--- src/rtl/prc_pkg.sv ---
// Package for the PID rate controller: field widths, codes, limits and the
// structs passed between the controller's modules. No dependencies.
package prc_pkg;

    localparam int ERR_W   = 32;               // Q16.16 error and drive values
    localparam int GAIN_W  = 32;               // Q8.24 gains
    localparam int SUM_W   = 24;               // clamped running error sum
    localparam int DIFF_W  = 33;               // error difference, never wrapped
    localparam int MAG_W   = 42;               // magnitude fed to the multiplier
    localparam int WIDE_W  = MAG_W + 1;        // signed intermediate sums
    localparam int ACC_W   = MAG_W + GAIN_W;   // full product of magnitude and gain
    localparam int FRAC_SH = 24;               // Q8.24 gain fraction bits
    localparam int Q_W     = ACC_W - FRAC_SH;  // product after the gain shift
    localparam int ADDR_W  = 4;
    localparam int DATA_W  = 32;

    localparam logic signed [SUM_W-1:0] SUM_LIMIT = 24'sd6553600;   // +100.0
    localparam logic [Q_W-1:0] OUT_POS_MAX = Q_W'(64'd2147483647);
    localparam logic [Q_W-1:0] OUT_NEG_MAX = Q_W'(64'd2147483648);

    localparam logic CMD_UPDATE = 1'b0;
    localparam logic CMD_CLEAR  = 1'b1;

    localparam logic [1:0] REG_KP = 2'd0;
    localparam logic [1:0] REG_KI = 2'd1;
    localparam logic [1:0] REG_KD = 2'd2;

    typedef struct packed {
        logic [GAIN_W-1:0] kp;
        logic [GAIN_W-1:0] ki;
        logic [GAIN_W-1:0] kd;
    } t_gains;

    // One step of the shared multiplier: low chunk, high chunk, accumulate.
    typedef struct packed {
        logic lo;
        logic hi;
        logic add;
    } t_mul_ctl;

endpackage

--- src/rtl/prc_if.sv ---
// Handshake channels of the PID rate controller: update/clear items in and
// drive values out. Depends on prc_pkg.
interface prc_in_if;
    import prc_pkg::*;
    logic              valid;
    logic              ready;
    logic              command;
    logic [ERR_W-1:0]  error_value;

    modport source(output valid, command, error_value, input ready);
    modport sink(input valid, command, error_value, output ready);
endinterface

interface prc_out_if;
    import prc_pkg::*;
    logic              valid;
    logic              ready;
    logic [ERR_W-1:0]  drive_value;

    modport source(output valid, drive_value, input ready);
    modport sink(input valid, drive_value, output ready);
endinterface

--- src/rtl/prc_regs.sv ---
// APB-style register file holding the three Q8.24 gains.
// Depends on prc_pkg.
module prc_regs (
    input  logic                         i_clk,
    input  logic                         i_rst_n,
    input  logic                         psel,
    input  logic                         penable,
    input  logic                         pwrite,
    input  logic [prc_pkg::ADDR_W-1:0]   paddr,
    input  logic [prc_pkg::DATA_W-1:0]   pwdata,
    output logic [prc_pkg::DATA_W-1:0]   prdata,
    output logic                         pready,
    output prc_pkg::t_gains              o_gains
);
    import prc_pkg::*;

    t_gains     r_gains;
    logic [1:0] w_index;
    logic       w_write;

    assign w_index = paddr[3:2];
    assign w_write = psel && penable && pwrite;
    assign pready  = 1'b1;
    assign o_gains = r_gains;

    always_ff @(posedge i_clk) begin
        if (!i_rst_n) begin
            r_gains <= '0;
        end else if (w_write) begin
            unique case (w_index)
                REG_KP:  r_gains.kp <= pwdata;
                REG_KI:  r_gains.ki <= pwdata;
                REG_KD:  r_gains.kd <= pwdata;
                default: ;
            endcase
        end
    end

    always_comb begin
        unique case (w_index)
            REG_KP:  prdata = r_gains.kp;
            REG_KI:  prdata = r_gains.ki;
            REG_KD:  prdata = r_gains.kd;
            default: prdata = '0;
        endcase
    end

endmodule

--- src/rtl/prc_mul_unit.sv ---
// Shared multiply-accumulate unit: a 42-bit magnitude times a 32-bit gain in
// two 32x32 passes, result shifted right by 24. Depends on prc_pkg.
module prc_mul_unit (
    input  logic                         i_clk,
    input  prc_pkg::t_mul_ctl            i_ctl,
    input  logic [prc_pkg::MAG_W-1:0]    i_mag,
    input  logic [prc_pkg::GAIN_W-1:0]   i_gain,
    output logic [prc_pkg::Q_W-1:0]      o_q
);
    import prc_pkg::*;

    localparam int HI_W = MAG_W - 32;

    logic [31:0]            w_chunk;
    logic [63:0]            r_prod;
    logic [ACC_W-1:0]       r_acc;

    assign w_chunk = i_ctl.hi ? {{(32-HI_W){1'b0}}, i_mag[MAG_W-1:32]} : i_mag[31:0];

    always_ff @(posedge i_clk) begin
        if (i_ctl.lo || i_ctl.hi) begin
            r_prod <= 64'(w_chunk) * 64'(i_gain);
        end
        // The low product lands in the accumulator while the high one is formed.
        if (i_ctl.hi) begin
            r_acc <= ACC_W'(r_prod);
        end else if (i_ctl.add) begin
            r_acc <= r_acc + {r_prod[HI_W+GAIN_W-1:0], 32'b0};
        end
    end

    assign o_q = r_acc[ACC_W-1:FRAC_SH];

endmodule

--- src/rtl/pid_rate_controller.sv ---
// PID rate controller: clamped integral, derivative and proportional gain.
// An update item's three gain products each pass twice through the one shared
// 32x32 multiplier; no new item is accepted until its result is loaded, and a
// stalled output holds that off. A clear item is taken without leaving idle.
// Synchronous active-low reset clears the gains, the sum, the previous error
// and the sequencer. Depends on prc_pkg, prc_if, prc_regs and prc_mul_unit.
module pid_rate_controller (
    input  logic                         i_clk,
    input  logic                         i_rst_n,
    prc_in_if.sink                       i_in,
    prc_out_if.source                    o_out,
    input  logic                         psel,
    input  logic                         penable,
    input  logic                         pwrite,
    input  logic [prc_pkg::ADDR_W-1:0]   paddr,
    input  logic [prc_pkg::DATA_W-1:0]   pwdata,
    output logic [prc_pkg::DATA_W-1:0]   prdata,
    output logic                         pready
);
    import prc_pkg::*;

    localparam logic [3:0] S_IDLE  = 4'd0;
    localparam logic [3:0] S_I_LO  = 4'd1;
    localparam logic [3:0] S_I_HI  = 4'd2;
    localparam logic [3:0] S_I_ADD = 4'd3;
    localparam logic [3:0] S_D_LO  = 4'd4;
    localparam logic [3:0] S_D_HI  = 4'd5;
    localparam logic [3:0] S_D_ADD = 4'd6;
    localparam logic [3:0] S_INNER = 4'd7;
    localparam logic [3:0] S_ABS   = 4'd8;
    localparam logic [3:0] S_K_LO  = 4'd9;
    localparam logic [3:0] S_K_HI  = 4'd10;
    localparam logic [3:0] S_K_ADD = 4'd11;
    localparam logic [3:0] S_OUT   = 4'd12;

    function automatic logic [MAG_W-1:0] mag_of(input logic signed [WIDE_W-1:0] v);
        logic signed [WIDE_W-1:0] neg;
        neg = -v;
        return v[WIDE_W-1] ? neg[MAG_W-1:0] : v[MAG_W-1:0];
    endfunction

    function automatic logic signed [WIDE_W-1:0] signed_q(input logic [Q_W-1:0] q,
                                                          input logic negative);
        logic signed [WIDE_W-1:0] pos;
        pos = {1'b0, q[MAG_W-1:0]};
        return negative ? -pos : pos;
    endfunction

    t_gains                    w_gains;
    t_mul_ctl                  w_ctl;
    logic [GAIN_W-1:0]         w_gain;
    logic [Q_W-1:0]            w_q;

    logic [3:0]                r_state, n_state;
    logic signed [SUM_W-1:0]   r_err_sum;
    logic signed [ERR_W-1:0]   r_prev;
    logic signed [ERR_W-1:0]   r_e;
    logic signed [DIFF_W-1:0]  r_diff;
    logic [MAG_W-1:0]          r_mag;
    logic                      r_neg_i, r_neg_d, r_neg_k;
    logic signed [WIDE_W-1:0]  r_ip;
    logic signed [WIDE_W-1:0]  r_inner;
    logic                      r_out_valid;
    logic [ERR_W-1:0]          r_drive;

    logic                      w_accept;
    logic signed [ERR_W-1:0]   w_e;
    logic signed [ERR_W:0]     w_sum_raw;
    logic signed [SUM_W-1:0]   w_sum;
    logic signed [WIDE_W-1:0]  w_inner;
    logic                      w_load_out;
    logic [ERR_W-1:0]          w_sat_mag;
    logic [ERR_W-1:0]          w_drive;

    prc_regs u_regs (
        .i_clk   (i_clk),
        .i_rst_n (i_rst_n),
        .psel    (psel),
        .penable (penable),
        .pwrite  (pwrite),
        .paddr   (paddr),
        .pwdata  (pwdata),
        .prdata  (prdata),
        .pready  (pready),
        .o_gains (w_gains)
    );

    prc_mul_unit u_mul (
        .i_clk  (i_clk),
        .i_ctl  (w_ctl),
        .i_mag  (r_mag),
        .i_gain (w_gain),
        .o_q    (w_q)
    );

    assign i_in.ready = (r_state == S_IDLE);
    assign w_accept   = i_in.valid && i_in.ready;
    assign w_e        = i_in.error_value;

    // Running sum, clamped to plus or minus 100.0.
    always_comb begin
        w_sum_raw = {{(ERR_W + 1 - SUM_W){r_err_sum[SUM_W-1]}}, r_err_sum} + {w_e[ERR_W-1], w_e};
        if (w_sum_raw > (ERR_W+1)'(SUM_LIMIT)) begin
            w_sum = SUM_LIMIT;
        end else if (w_sum_raw < -((ERR_W+1)'(SUM_LIMIT))) begin
            w_sum = -SUM_LIMIT;
        end else begin
            w_sum = w_sum_raw[SUM_W-1:0];
        end
    end

    assign w_inner = {{(WIDE_W - ERR_W){r_e[ERR_W-1]}}, r_e} + r_ip + signed_q(w_q, r_neg_d);

    always_comb begin
        w_ctl = '0;
        unique case (r_state)
            S_I_LO, S_D_LO, S_K_LO:    w_ctl.lo  = 1'b1;
            S_I_HI, S_D_HI, S_K_HI:    w_ctl.hi  = 1'b1;
            S_I_ADD, S_D_ADD, S_K_ADD: w_ctl.add = 1'b1;
            default: ;
        endcase
    end

    always_comb begin
        unique case (r_state)
            S_I_LO, S_I_HI, S_I_ADD: w_gain = w_gains.ki;
            S_D_LO, S_D_HI, S_D_ADD: w_gain = w_gains.kd;
            default:                 w_gain = w_gains.kp;
        endcase
    end

    // Saturate the final magnitude, then restore the sign.
    always_comb begin
        if (r_neg_k) begin
            w_sat_mag = (w_q > OUT_NEG_MAX) ? OUT_NEG_MAX[ERR_W-1:0] : w_q[ERR_W-1:0];
            w_drive   = -w_sat_mag;
        end else begin
            w_sat_mag = (w_q > OUT_POS_MAX) ? OUT_POS_MAX[ERR_W-1:0] : w_q[ERR_W-1:0];
            w_drive   = w_sat_mag;
        end
    end

    assign w_load_out = (r_state == S_OUT) && (!r_out_valid || o_out.ready);

    always_comb begin
        n_state = r_state;
        unique case (r_state)
            S_IDLE:  if (w_accept && i_in.command == CMD_UPDATE) n_state = S_I_LO;
            S_I_LO:  n_state = S_I_HI;
            S_I_HI:  n_state = S_I_ADD;
            S_I_ADD: n_state = S_D_LO;
            S_D_LO:  n_state = S_D_HI;
            S_D_HI:  n_state = S_D_ADD;
            S_D_ADD: n_state = S_INNER;
            S_INNER: n_state = S_ABS;
            S_ABS:   n_state = S_K_LO;
            S_K_LO:  n_state = S_K_HI;
            S_K_HI:  n_state = S_K_ADD;
            S_K_ADD: n_state = S_OUT;
            S_OUT:   if (w_load_out) n_state = S_IDLE;
            default: n_state = S_IDLE;
        endcase
    end

    always_ff @(posedge i_clk) begin
        if (!i_rst_n) begin
            r_state     <= S_IDLE;
            r_err_sum   <= '0;
            r_prev      <= '0;
            r_out_valid <= 1'b0;
        end else begin
            r_state <= n_state;
            if (w_accept) begin
                if (i_in.command == CMD_CLEAR) begin
                    r_err_sum <= '0;
                    r_prev    <= '0;
                end else begin
                    r_err_sum <= w_sum;
                    r_prev    <= w_e;
                end
            end
            if (w_load_out) begin
                r_out_valid <= 1'b1;
            end else if (o_out.ready) begin
                r_out_valid <= 1'b0;
            end
        end
    end

    always_ff @(posedge i_clk) begin
        if (w_accept) begin
            r_e     <= w_e;
            r_diff  <= {w_e[ERR_W-1], w_e} - {r_prev[ERR_W-1], r_prev};
            r_mag   <= mag_of(WIDE_W'(w_sum));
            r_neg_i <= w_sum[SUM_W-1];
        end
        unique case (r_state)
            S_I_ADD: begin
                r_mag   <= mag_of(WIDE_W'(r_diff));
                r_neg_d <= r_diff[DIFF_W-1];
            end
            S_D_LO:  r_ip <= signed_q(w_q, r_neg_i);
            S_INNER: r_inner <= w_inner;
            S_ABS: begin
                r_mag   <= mag_of(r_inner);
                r_neg_k <= r_inner[WIDE_W-1];
            end
            default: ;
        endcase
        if (w_load_out) begin
            r_drive <= w_drive;
        end
    end

    assign o_out.valid       = r_out_valid;
    assign o_out.drive_value = r_drive;

endmodule

--- src/flat_wrapper.sv ---
// flat-port wrapper written by rule: the top's interface ports become plain ports
module pid_rate_controller_flat import prc_pkg::*;
  (i_clk, i_rst_n, psel, penable, pwrite, paddr, pwdata, prdata, pready, i_in_valid, i_in_command, i_in_error_value, i_in_ready, o_out_valid, o_out_drive_value, o_out_ready);
  prc_in_if i_in_i ();
  prc_out_if o_out_i ();
  input  logic i_clk;
  input  logic i_rst_n;
  input  logic psel;
  input  logic penable;
  input  logic pwrite;
  input  logic [prc_pkg::ADDR_W-1:0] paddr;
  input  logic [prc_pkg::DATA_W-1:0] pwdata;
  output logic [prc_pkg::DATA_W-1:0] prdata;
  output logic pready;
  input wire logic [$bits(i_in_i.valid)-1:0] i_in_valid;
  input wire logic [$bits(i_in_i.command)-1:0] i_in_command;
  input wire logic [$bits(i_in_i.error_value)-1:0] i_in_error_value;
  output wire logic [$bits(i_in_i.ready)-1:0] i_in_ready;
  output wire logic [$bits(o_out_i.valid)-1:0] o_out_valid;
  output wire logic [$bits(o_out_i.drive_value)-1:0] o_out_drive_value;
  input wire logic [$bits(o_out_i.ready)-1:0] o_out_ready;
  assign i_in_i.valid = i_in_valid;
  assign i_in_i.command = i_in_command;
  assign i_in_i.error_value = i_in_error_value;
  assign i_in_ready = i_in_i.ready;
  assign o_out_valid = o_out_i.valid;
  assign o_out_drive_value = o_out_i.drive_value;
  assign o_out_i.ready = o_out_ready;
  pid_rate_controller u_core (.i_clk(i_clk), .i_rst_n(i_rst_n), .i_in(i_in_i), .o_out(o_out_i), .psel(psel), .penable(penable), .pwrite(pwrite), .paddr(paddr), .pwdata(pwdata), .prdata(prdata), .pready(pready));
endmodule
--- config.mk ---
export PLATFORM = sky130hd
export DESIGN_NAME = pid_rate_controller_flat
export DESIGN_NICKNAME = d
export VERILOG_FILES = /design/src/rtl/prc_pkg.sv /design/src/rtl/prc_if.sv /design/src/rtl/prc_regs.sv /design/src/rtl/prc_mul_unit.sv /design/src/rtl/pid_rate_controller.sv /design/src/flat_wrapper.sv
export SDC_FILE = /design/constraint.sdc
export NUM_CORES = 2
export LEC_CHECK = 0
export ABC_AREA = 1
export BUFFER_PORTS_ARGS = -buffer_cell sky130_fd_sc_hd__buf_2
export CAP_MARGIN = 20
export CORE_ASPECT_RATIO = 0.7
export CORE_MARGIN = 8
export CORE_UTILIZATION = 50
export DETAILED_ROUTE_END_ITERATION = 8
export HOLD_SLACK_MARGIN = 0.15
export PLACE_DENSITY = 0.68
export SETUP_SLACK_MARGIN = 0.02
export SLEW_MARGIN = 15
export SYNTH_ARGS = -nofsm -noshare
export SYNTH_HDL_FRONTEND = slang
export SYNTH_SLANG_ARGS = --single-unit
--- constraint.sdc ---
create_clock -name i_clk -period 7.9 [get_ports i_clk]
set_input_delay 1.58 -clock i_clk [delete_from_list [all_inputs] [get_ports i_clk]]
set_output_delay 1.58 -clock i_clk [all_outputs]
set_load 0.03 [all_outputs]
## Word level (Yosys, flattened, before mapping)

Index checks and enable logic that the tools add are counted.

- Output and inout port bits: 67
- Logic and storage cells: 101
- Input port bits: 76
- Bits in registers: 523

- Reductions and logical operators: 22
- Add/sub/neg operators: 10
- Multiplexer cells: 27
- Multipliers: 1
- $lt $le $gt $ge: 4
- Eq/ne operators: 16
- Bitwise operators: 1

Operators with widths:

| kind | number |
|---|---|
| 42-bit 2-to-1 mux | 5 |
| 32-bit 2-to-1 mux | 5 |
| 64-bit 2-to-1 mux | 2 |
| 32-bit one-hot mux with 3 select lines | 1 |
| 43-bit adder | 2 |
| 42-bit one-hot mux with 2 select lines | 1 |
| 74-bit adder | 1 |
| 24-bit 2-to-1 mux | 3 |
| 32-bit by 32-bit multiplier with 64-bit output | 1 |
| 32-bit one-hot mux with 2 select lines | 1 |
| 4-bit one-hot mux with 13 select lines | 1 |
| 50-bit by 31-bit > comparator with 1-bit output (second input constant) | 1 |
| 50-bit by 32-bit > comparator with 1-bit output (second input constant) | 1 |
| 43-bit 2-to-1 mux | 1 |
| 42-bit negation with 43-bit output | 1 |
| 24-bit negation with 42-bit output | 1 |
| 33-bit negation with 42-bit output | 1 |
| 42-bit negation | 1 |
| 24-bit by 32-bit adder with 33-bit output | 1 |
| 33-bit by 24-bit > comparator with 1-bit output (second input constant) | 1 |
| 33-bit by 24-bit < comparator with 1-bit output (second input constant) | 1 |
| 32-bit by 32-bit subtractor with 33-bit output | 1 |
| 32-bit negation | 1 |
| 4-bit == test (second input constant) | 5 |
| other kinds (19) | 41 |

## Depth between registers and ports, before layout

- Depth in word-level cells: 8
- Mapped depth: 40
- Gate-level depth less buffers: 38

## Hierarchy

Synthesis repeated with hierarchy kept, for this count alone.

- Cells, all modules: 9,165
- Area, all modules: 68,859.8 µm²

By module, submodules not included:

| module | seq. area each (µm²) | cells an instance | area each (µm²) | instances |
|---|---|---|---|---|
| prc_mul_unit | 3,323.2 | 5,149 | 40,782.9 | 1 |
| pid_rate_controller | 8,067.7 | 3,311 | 23,621.4 | 1 |
| prc_regs | 1,921.8 | 705 | 4,455.5 | 1 |

## Least setup slack after synthesis

No wires, ideal clock.

- Path kind: reg2reg
- Start point: register u_core.r_state[2]
- End point: register u_core.u_mul.r_prod[63] (data pin)
- Cell stages (with the launch flop): 38
- Clock period less this slack: 8.424 ns
- Path buffers: 2
- Path slack: -0.524 ns
- Arrival: 8.164 ns
- Setup time: 0.260 ns
- Data required time: 7.640 ns
- Path through: dfxtp_1 inv_1 nor2_1 nand2_1 nand2_1 inv_1 clkbuf_1 a21oi_1 clkbuf_1 nor2_1 fa_1 fa_1 fa_1 inv_1 fa_1 inv_1 fa_1 inv_1 [... 2 more ...] fa_1 inv_1 fa_1 inv_1 ha_1 a21oi_1 inv_1 a31oi_1 inv_1 a21oi_1 o21ai_0 a21oi_1 o21bai_1 a21oi_1 o21ai_0 nand3_1 nand3_1 xor2_1

- Cells in the longest elaborated chain, start to end: 5
- Elaborated cells between the ends (all ways): 14
- Those cells by class: mul: 1; eq/ne: 7; mux: 3; reduce/logical: 3

RTL lines:

| element | RTL line | source |
|---|---|---|
| from (decl) | pid_rate_controller.sv:54 | `logic [3:0] r_state, n_state;` |
| from (signal assigned) | pid_rate_controller.sv:172 | `r_state <= n_state;` |
| 4-bit by 2-bit == test with 1-bit output, or another cell as far along | pid_rate_controller.sv:116, pid_rate_controller.sv:125 |  |
| 3-bit OR reduction | pid_rate_controller.sv:116 | `unique case (r_state)` |
| 1-bit 2-to-1 mux | pid_rate_controller.sv:116 |  |
| 32-bit 2-to-1 mux | prc_mul_unit.sv:18 | `assign w_chunk = i_ctl.hi ? {{(32-HI_W){1'b0}}, i_mag[MAG_W-1:32]} : i_mag[31:0];` |
| 32-bit by 32-bit multiplier with 64-bit output (*) | prc_mul_unit.sv:22 | `r_prod <= 64'(w_chunk) * 64'(i_gain);` |
| to (signal assigned) | prc_mul_unit.sv:22 |  |
| to (decl) | prc_mul_unit.sv:15 | `logic [63:0] r_prod;` |

Mark *: on every way between the ends. The rest lies on a longest branch, timed or not.
A chain may end at the register's enable or synchronous reset.

## Worst setup path in the final report

- Start point: register u_core.r_state[2]
- End point: register u_core.u_mul.r_prod[59] (data pin)

Same word-level chain as after synthesis.

==> impl.org <==
** Global routing
- Largest net degree at the start of global routing :: 98
- The first global-routing pass estimated 350 mm of wire.
- The initial antenna violation count came to 5.
- Global routing consumed, over all layers together, 31.7% of the routing resources.
- GRT Residual Overflow :: 0
- Via count of the first global-routing pass :: around 57000

** Worst setup path
- The setup path with the least slack is of type reg2reg.
- In this design, the critical path's most frequently occurring cell is sky130_fd_sc_hd__fa_1.
- Slowest stage cell, crit path :: sky130_fd_sc_hd__fa_2
- Grouping stages by cell kind, the critical path spends the most delay in adder cells.
- Data on the critical path arrives at its endpoint at 8.61 ns.
- Critical path required time :: 8.29 ns
- Worst setup SP type :: register
- The critical path contains buffers and inverters numbering 12 combined.
- For this run, the slowest stage of the critical path takes 0.60 ns.
- Crit path capture type :: register
- Critical path peak fanout :: 5

** STA
- Between clock sinks in the finished design, the worst skew comes to 0.0510 ns.
- For the pin with the worst max-slew slack, the measured transition is 0.909 ns.
- For this run, the top clock speed supported by timing is 122 MHz.
- The total count of hold-check failures in the final report is 0.
- Post-Route Setup TNS :: -3.62 ns
- The worst pin sits at a relative slew slack of 39.2%.
- Max Transition Viols Final :: 0
- Worst path setup slack after routing :: -0.318 ns
- Setup violators final :: 23
- Fin crit period :: 8.22 ns
- Across all hold checks on the routed design, the worst slack comes to 0.465 ns.
- Setup repair after global routing could not meet its margin everywhere.
- After layout, the worst path uses 104% of the clock period.

** Flow run
- Count of maximum capacitance violations :: 0

** Clock tree
- In this run, CTS created clock tree buffers numbering 53.
- After clock tree synthesis, the clock-pin slew on the worst setup and hold paths is roughly 0.060 ns.
- CTS tree :: yes
- Number of levels the H-tree was split into :: 2
- Clk root buf :: sky130_fd_sc_hd__clkbuf_16
- Clock latency on the worst-skew pair :: 0.68 ns
- The tree built by TritonCTS fans out to 499 sinks.
- The longest clock path from root to sink contains 3 buffers.
- After clock tree synthesis, the flow added hold-fix buffers numbering 0.

** Die
- The initial utilization of the core area, before any placement, comes to 50.2%.
- Top-level I/O count :: around 140
- The die is roughly 320 um tall.
- The region available for standard cell placement spans 131000 um^2.
- X dimension of the die :: 449 um
- In this run the core area contains about 110 standard-cell rows.
- Overall die area :: 143000 um^2

** Yosys
- During synthesis, Yosys emitted a total of 0 warnings.
- Cell variety after synth :: 69
- EDFF count, synth :: approximately 330
- Synthesized net count :: around 9700
- A synthesized cell averages 7.91 um^2.
- Synthesis inferred around 500 register bits.
- Fraction of registers with async set/reset :: 0%
- Sequential cell area fraction in the yosys report :: 20.3%
- The most used flip-flop cell after synthesis is sky130_fd_sc_hd__edfxtp_1.
- In the synthesized netlist, the number of instances is 8290.
- Synth Cell Area :: 65600 um^2

** Place
- Detailed-placement wirelength estimate :: 192 mm
- The count of buffers added on input and output ports is about 140.
- Worst slack after detailed placement :: -0.649 ns
- Final RePlAce weighted congestion :: about 1.0
- Post-Place Cells :: about 11000

** Power
- For this design the ratio of total power to cell area is 246 nW/um^2.
- IR Drop Worst-Case VDD :: 0.215 mV
- Summing internal, switching and leakage power gives ~0.019 W.
- For this design the static power due to leakage is 38.3 nW.

** Finish
- The net count of the finished layout is between 10000 and 15000.
- The finished layout holds 10800 standard cells, fillers aside.
- Ratio of cells with drive above 1 in the final layout :: approximately 18%
- Relative to the synthesized area, the layout overhead comes to 20.5%.

** Drt
- In the routed design, unresolved DRC markers number 0.
- Dividing the detail-routed via count by the number of cells gives 5.52.
- In this run, the number of DRC markers left after iteration 0 of detailed routing was 6992.
- Wirelength per Cell :: 22.1 um
- Overall routed net length :: 238 mm
- The detail route stage leaves a number of antenna-violating nets equal to 0.
- The first TritonRoute pass finished after 7 iterations.
- Detailed routing inserted a total of approximately 59000 vias.

** Worst hold path
- Path category of the worst min-delay check :: reg2reg

** Outcome
- The flow ran to the end, but the final reports show violations.
- Violations in the final reports :: negative setup slack
cell families after synthesis:
logic type      Yosys count  share of synthesized area, %
simple gates           2968                          18.3
fa+ha+maj              1356                          36.7
flops                   499                          20.3
compound gates         1168                          9.83
buf+inv                2088                          12.1
xor+xnor                209                          2.80
other cells               1                       0.00572
mux                       1                        0.0172
worst register-to-register path, delay by kind of cell, from the launching register on:
| family | cells | cell delay [ns] |
|---|---|---|
| AOI/OAI and AO/OA | 10 | 1.21 |
| buffers and inverters | 12 | 1.39 |
| adders and majority gates | 9 | 4.36 |
| xor gates and xnor gates | 1 | 0.20 |
| DFF | 1 | 0.38 |
| and+or+nand+nor | 3 | 0.41 |
metal layers:
layer	vias to the layer above	track usage [%]	share of wire [%]
met3	397	12.1	15
met2	3394	42.2	38
met4	8	7.36	3.0
li1	26900	-	-
met5	-	0.166	0.11
met1	28700	48.0	43
report_power, final:
part	internal, W	leakage, nW	switching [W]	total (W)
clock network	0.00140	0.840	0.00120	0.00260
registers	0.00368	4.47	0.000518	0.00420
logic	0.00476	33.0	0.00785	0.0126
total	0.00984	38.3	0.00957	0.0194
state kept, by name, summed over array words and instances (netlist names):
register / cells
u_core.r_inner: 43
u_core.u_mul.r_prod: 64
u_core.r_e: 32
u_core.r_state: 4
u_core.r_prev: 32
u_core.r_neg_d: 1
u_core.u_mul.r_acc: 50
u_core.o_out.valid: 1
u_core.r_err_sum: 24
u_core.r_diff: 33
u_core.r_neg_i: 1
u_core.u_regs.o_gains: 96
u_core.r_neg_k: 1
u_core.o_out.drive_value: 32
u_core.r_ip: 43
u_core.r_mag: 42
worst paths after layout:
kind                            cells past startpoint               from                       to  slack, ns
worst max register to register                     35  u_core.r_state[2]  u_core.u_mul.r_prod[59]      -0.32
worst max-delay path                               35  u_core.r_state[2]  u_core.u_mul.r_prod[59]      -0.32
worst min-delay path                                2  u_core.r_prev[10]        u_core.r_prev[10]       0.47
worst min register to register                      2  u_core.r_prev[10]        u_core.r_prev[10]       0.47
cells in the mapped netlist (all sizes together), types with 5 or more instances:
cell	count	area (um^2)
inv	1763	6620
nand2	1554	5920
nor2	1070	4090
fa	942	18900
a21oi	490	2470
o21ai	435	2190
ha	414	5180
edfxtp	332	9970
clkbuf	253	950
nand3	178	943
dfxtp	167	3340
xor2	134	1180
xnor2	75	657
nor3	63	383
a31oi	60	375
buf	39	219
o221ai	39	342
nand4	37	250
o22ai	35	219
clkinv	33	124
nor4	21	131
o211ai	21	158
o21a	18	135
nand3b	17	128
a21boi	15	113
or2	14	87.6
o21bai	11	82.6
a21o	10	75.1
o31ai	10	75.1
and3	8	50.1
a221oi	5	43.8
through the flow:
stage	instance area [um^2]	utilization, %
finish	79000	60.5
global route	79000	60.5
CTS	76700	58.7
detailed placement	73600	56.4
global placement	73600	56.4
floorplan	65700	-
cells in the final DEF (no fill, tap or decap), types with 163 or more instances in the layout:
master	instances
sky130_fd_sc_hd__o21ai_0	382
sky130_fd_sc_hd__dfxtp_1	163
sky130_fd_sc_hd__nand2_1	1485
sky130_fd_sc_hd__inv_1	1673
sky130_fd_sc_hd__ha_1	373
sky130_fd_sc_hd__fa_1	883
sky130_fd_sc_hd__nor2_1	971
sky130_fd_sc_hd__buf_4	604
sky130_fd_sc_hd__a21oi_1	403
sky130_fd_sc_hd__edfxtp_1	332
sky130_fd_sc_hd__nand3_1	165
cell type report:
| class | count | area, um^2 |
|---|---|---|
| Clock inverter | 36 | 369 |
| Multi-Input combinational cell | 5703 | 46700 |
| Sequential cell | 499 | 13300 |
| Tap cell | 1751 | 2190 |
| Antenna cell | 2 | 5.00 |
| Fill cell | 11500 | 51600 |
| Timing Repair Buffer | 910 | 8160 |
| Clock buffer | 64 | 1410 |
| Inverter | 1796 | 6810 |
repair_timing:
| item | in CTS | in global routing |
|---|---|---|
| hold endpoints to repair | 0 | 0 |
| endpoints found under the setup margin | 45 | 43 |
| gates resized for setup | 234 | 398 |
| buffers inserted | 38 | 56 |
| pin swaps | 85 | 197 |
| cloned | 2 | 7 |
No activity file was read; power rests on OpenSTA's default activity.
